**config.mk**
```make
export PLATFORM = sky130hd
export DESIGN_NAME = wcn_queue
export DESIGN_NICKNAME = d
export VERILOG_FILES = /design/src/wcn_queue.sv
export SDC_FILE = /design/constraint.sdc
export NUM_CORES = 1
export LEC_CHECK = 0
export BUFFER_PORTS_ARGS = -buffer_cell sky130_fd_sc_hd__buf_2
export CAP_MARGIN = 20
export CORE_ASPECT_RATIO = 1.1
export CORE_MARGIN = 3
export CORE_UTILIZATION = 25
export CTS_CLUSTER_DIAMETER = 100
export CTS_CLUSTER_SIZE = 28
export DETAILED_ROUTE_END_ITERATION = 8
export PLACE_DENSITY = 0.45
export SYNTH_ARGS = -nofsm -noshare
export SYNTH_HDL_FRONTEND = slang
export SYNTH_SLANG_ARGS = --single-unit
```
**constraint.sdc**
```tcl
create_clock -name aclk -period 3.5 [get_ports aclk]
set_input_delay 0.7 -clock aclk [delete_from_list [all_inputs] [get_ports aclk]]
set_output_delay 0.7 -clock aclk [all_outputs]
set_load 0.01 [all_outputs]
```
**src/wcn_queue.sv**
```systemverilog
// ----------------------------------------------------------------------------
// wcn_queue
// Two-entry queue between the input side and the sweep engine.
// ----------------------------------------------------------------------------
module wcn_queue #(
    parameter int unsigned WIDTH = 65
) (
    input  logic             aclk,
    input  logic             aresetn,
    input  logic             in_valid,
    output logic             in_ready,
    input  logic [WIDTH-1:0] in_data,
    output logic             out_valid,
    input  logic             out_pop,
    output logic [WIDTH-1:0] out_data
);

    logic [WIDTH-1:0] slot_reg [2];
    logic             wr_ptr_reg;
    logic             rd_ptr_reg;
    logic [1:0]       count_reg;
    logic             push;
    logic             pop;

    assign in_ready  = (count_reg != 2'd2);
    assign out_valid = (count_reg != 2'd0);
    assign out_data  = slot_reg[rd_ptr_reg];
    assign push      = in_valid && in_ready;
    assign pop       = out_pop && out_valid;

    always_ff @(posedge aclk) begin
        if (push) begin
            slot_reg[wr_ptr_reg] <= in_data;
        end
    end

    always_ff @(posedge aclk) begin
        if (!aresetn) begin
            wr_ptr_reg <= 1'b0;
            rd_ptr_reg <= 1'b0;
            count_reg  <= 2'd0;
        end else begin
            if (push) begin
                wr_ptr_reg <= ~wr_ptr_reg;
            end
            if (pop) begin
                rd_ptr_reg <= ~rd_ptr_reg;
            end
            case ({push, pop})
                2'b10:   count_reg <= count_reg + 2'd1;
                2'b01:   count_reg <= count_reg - 2'd1;
                default: count_reg <= count_reg;
            endcase
        end
    end

endmodule

```
==> flow_summary.toml <==
[synth]
synth_area_per_cell_um2 = 21.8
yosys_register_bits = 135
synthDominantCellAreaShare = 0.794
synth_area_leaders = "edfxtp_1, mux2_2, dfxtp_1"
syn_area_um2 = 4920
synth_area_leader_cell = "edfxtp_1"
synth-seq-area-share = 0.814
yosys_warnings = 0
synth.distinct_cells = 21
synth_fp_nets = 296
synth_cells = 226

[grt]
gr-usage-met3 = 0.0350
use_met1 = 0.0996
grt_first_pass_wirelength_mm = 14.9
grt_pass1_vias = 2726
grt_max_degree = 66
globalRoute.busiestLayer = "met2"
grt_use_met2 = 0.158
overflow = 0
antenna_found_initial = 1
grt_usage = 0.0913

[setup_path]
cp_max_fo = 65
cp-start-kind = "flop"
crit_type = "reg2out"
end_kind = "output pin"
rr_endpoint = "slot_reg[1][51]"
worstPathRequired_ps = 2800
cp.arrival_ps = 1950
reg2regPathDepth = 2
rr_startpoint = "count_reg[0]"
r2r_slack_ps = 1580

[timing]
setup-violations-final = 0
final-max-slew-violation-count = 0
fin_crit_ps = 2650
timing.fmax_mhz = 377
max_slew_margin = 0.359
setup_tns_ps = 0
finalCritPeriodShare = 0.758
fin_skew_ps = 6.30
hold_viol_final = 0
tightest_slew_ps = 962
rsz0062_at_grt = "no"

[finish]
drive_above_1_share = 0.607
finish.instance_area_um2 = 6460
largest_register_ffs = 130
fill_cells = 1916
num-nets-final = 445
postLayoutCoreUtil = 0.336
diodes = 0
syn2layout_area_growth_pct = 31.4
finalNonFillerCells = 634

[detailed_routing]
viasPerCell = 4.01
drtPass1Iterations = 4
vias = 2544
drc = 0
wl_mm = 9.58
routedWlPerCell_um = 15.1
postRouteAntennaNets = 0
drt_iter0_drc = 96

[power_and_ir_drop]
p_leak_nw = 2.37
p_per_area_nw_per_um2 = 775
ir_drop_uv = 439

[clock_network]
clk_latency_ps = 400
root_buffer = "clkbuf_16"
cts_buffers = 17
cts-htree-levels = 4
ctsHoldBuffers = 0
cts_tree = "built"
cts_sinks = 135
cts_setup_buffers = 0
clkTransAtPathRegs_ps = 60
clock_path_buffers = 2
cts_resized = 0

[placement]
place_congestion = 0.657
dp_cells = 603
post-dp-hpwl_mm = 6.06
io_buffers = 135
placed_area_um2 = 5880

[die]
start_util = 0.256
rows = 53
die-area_um2 = 21400
core_um2 = 19200
io_pins = 136
die-width_um = 140
die_y_um = 153

[worst_hold_path]
min_path_cells = 1
min_path_type = "in2reg"
hp-start = "in_data[60]"
hold_path_end = "slot_reg[1][60]"

[run]
cap_violations = 0

[outcome]
status = "completed"
==> how the worst max path moves through the flow <==
stage / start / end / slack [ps] / depth (start not counted)
finish: flop / out_data[48] / 850 / 2
global route: flop / out_data[63] / 690 / 2
CTS: flop / out_data[63] / 730 / 2
detailed placement: flop / out_data[63] / 1180 / 2
global placement: flop / out_data[63] / 1190 / 2
floorplan: in_valid / slot_reg[1][0] / 790 / 1
==> where the power goes <==
group          internal (mW)  switching [mW]
registers               2.05           0.169
clock network           1.11           0.652
logic                  0.536           0.499
total                   3.69            1.32
==> per-layer routing <==
metal  up-vias  share of wire
met5         -         0.0015
met4         2          0.015
met3        11          0.059
met2        74           0.54
met1      1262           0.39
li1       1195              -
==> cells in the final DEF, fill, tap and decap left out, types with 3 or more instances in the layout <==
cell and n:
clkinv_4 3, edfxtp_1 130, mux2_2 65, xnor2_1 3, clkinv_1 3, dfxtp_1 4, clkinv_2 3, buf_2 135
clkbuf_16 17, bufinv_16 3
==> critical path, stage by stage, from the launching register on <==
cell     delay [ps]
dfxtp_4         940
mux2_2          430
buf_2           140
==> Yosys cell counts <==
master,n
and2_1,1
mux2_2,65
nand2b_1,1
nand3b_1,1
nand2_1,1
o21a_1,1
and3_1,1
edfxtp_1,130
or3_1,1
nor2b_1,2
buf_2,2
buf_4,5
a21bo_2,1
a21boi_1,1
xnor2_1,3
inv_1,1
a21boi_0,1
o21ai_0,1
ha_1,1
dfxtp_1,5
or2_2,1
==> final cells by class <==
cell class              instances  area [um2]  share of cell area
flip-flops and latches        135        4010               0.620
multi-input cells              83         868               0.134
repair buffers                137         691               0.107
clock buffers                  17         425              0.0658
well taps                     247         309              0.0478
clock inverters                14         159              0.0246
inverters                       1        3.75            0.000581
==> kinds of logic (layout without fill, tap and decap cells) <==
kind of cell / after synthesis / in the layout / synth area share
flip-flops: 135 / 135 / 0.814
multiplexers: 65 / 65 / 0.149
AND/OR/NAND/NOR: 9 / 9 / 0.0112
buffers and inverters: 8 / 169 / 0.0104
AO/OA/AOI/OAI: 5 / 5 / 0.00763
XOR/XNOR: 3 / 3 / 0.00534
adder cells (fa/ha/maj): 1 / 1 / 0.00254
==> per-stage QoR <==
step	hold slack [ps]	setup slack, ps	total power [mW]
final	481	847	5.01
after detailed placement	519	1180	3.33
after CTS	454	731	5.13
after global routing	459	690	5.28
after floorplan	479	793	2.88
after global placement	495	1190	3.31
Note: power is estimated with default switching activity, not from simulation.
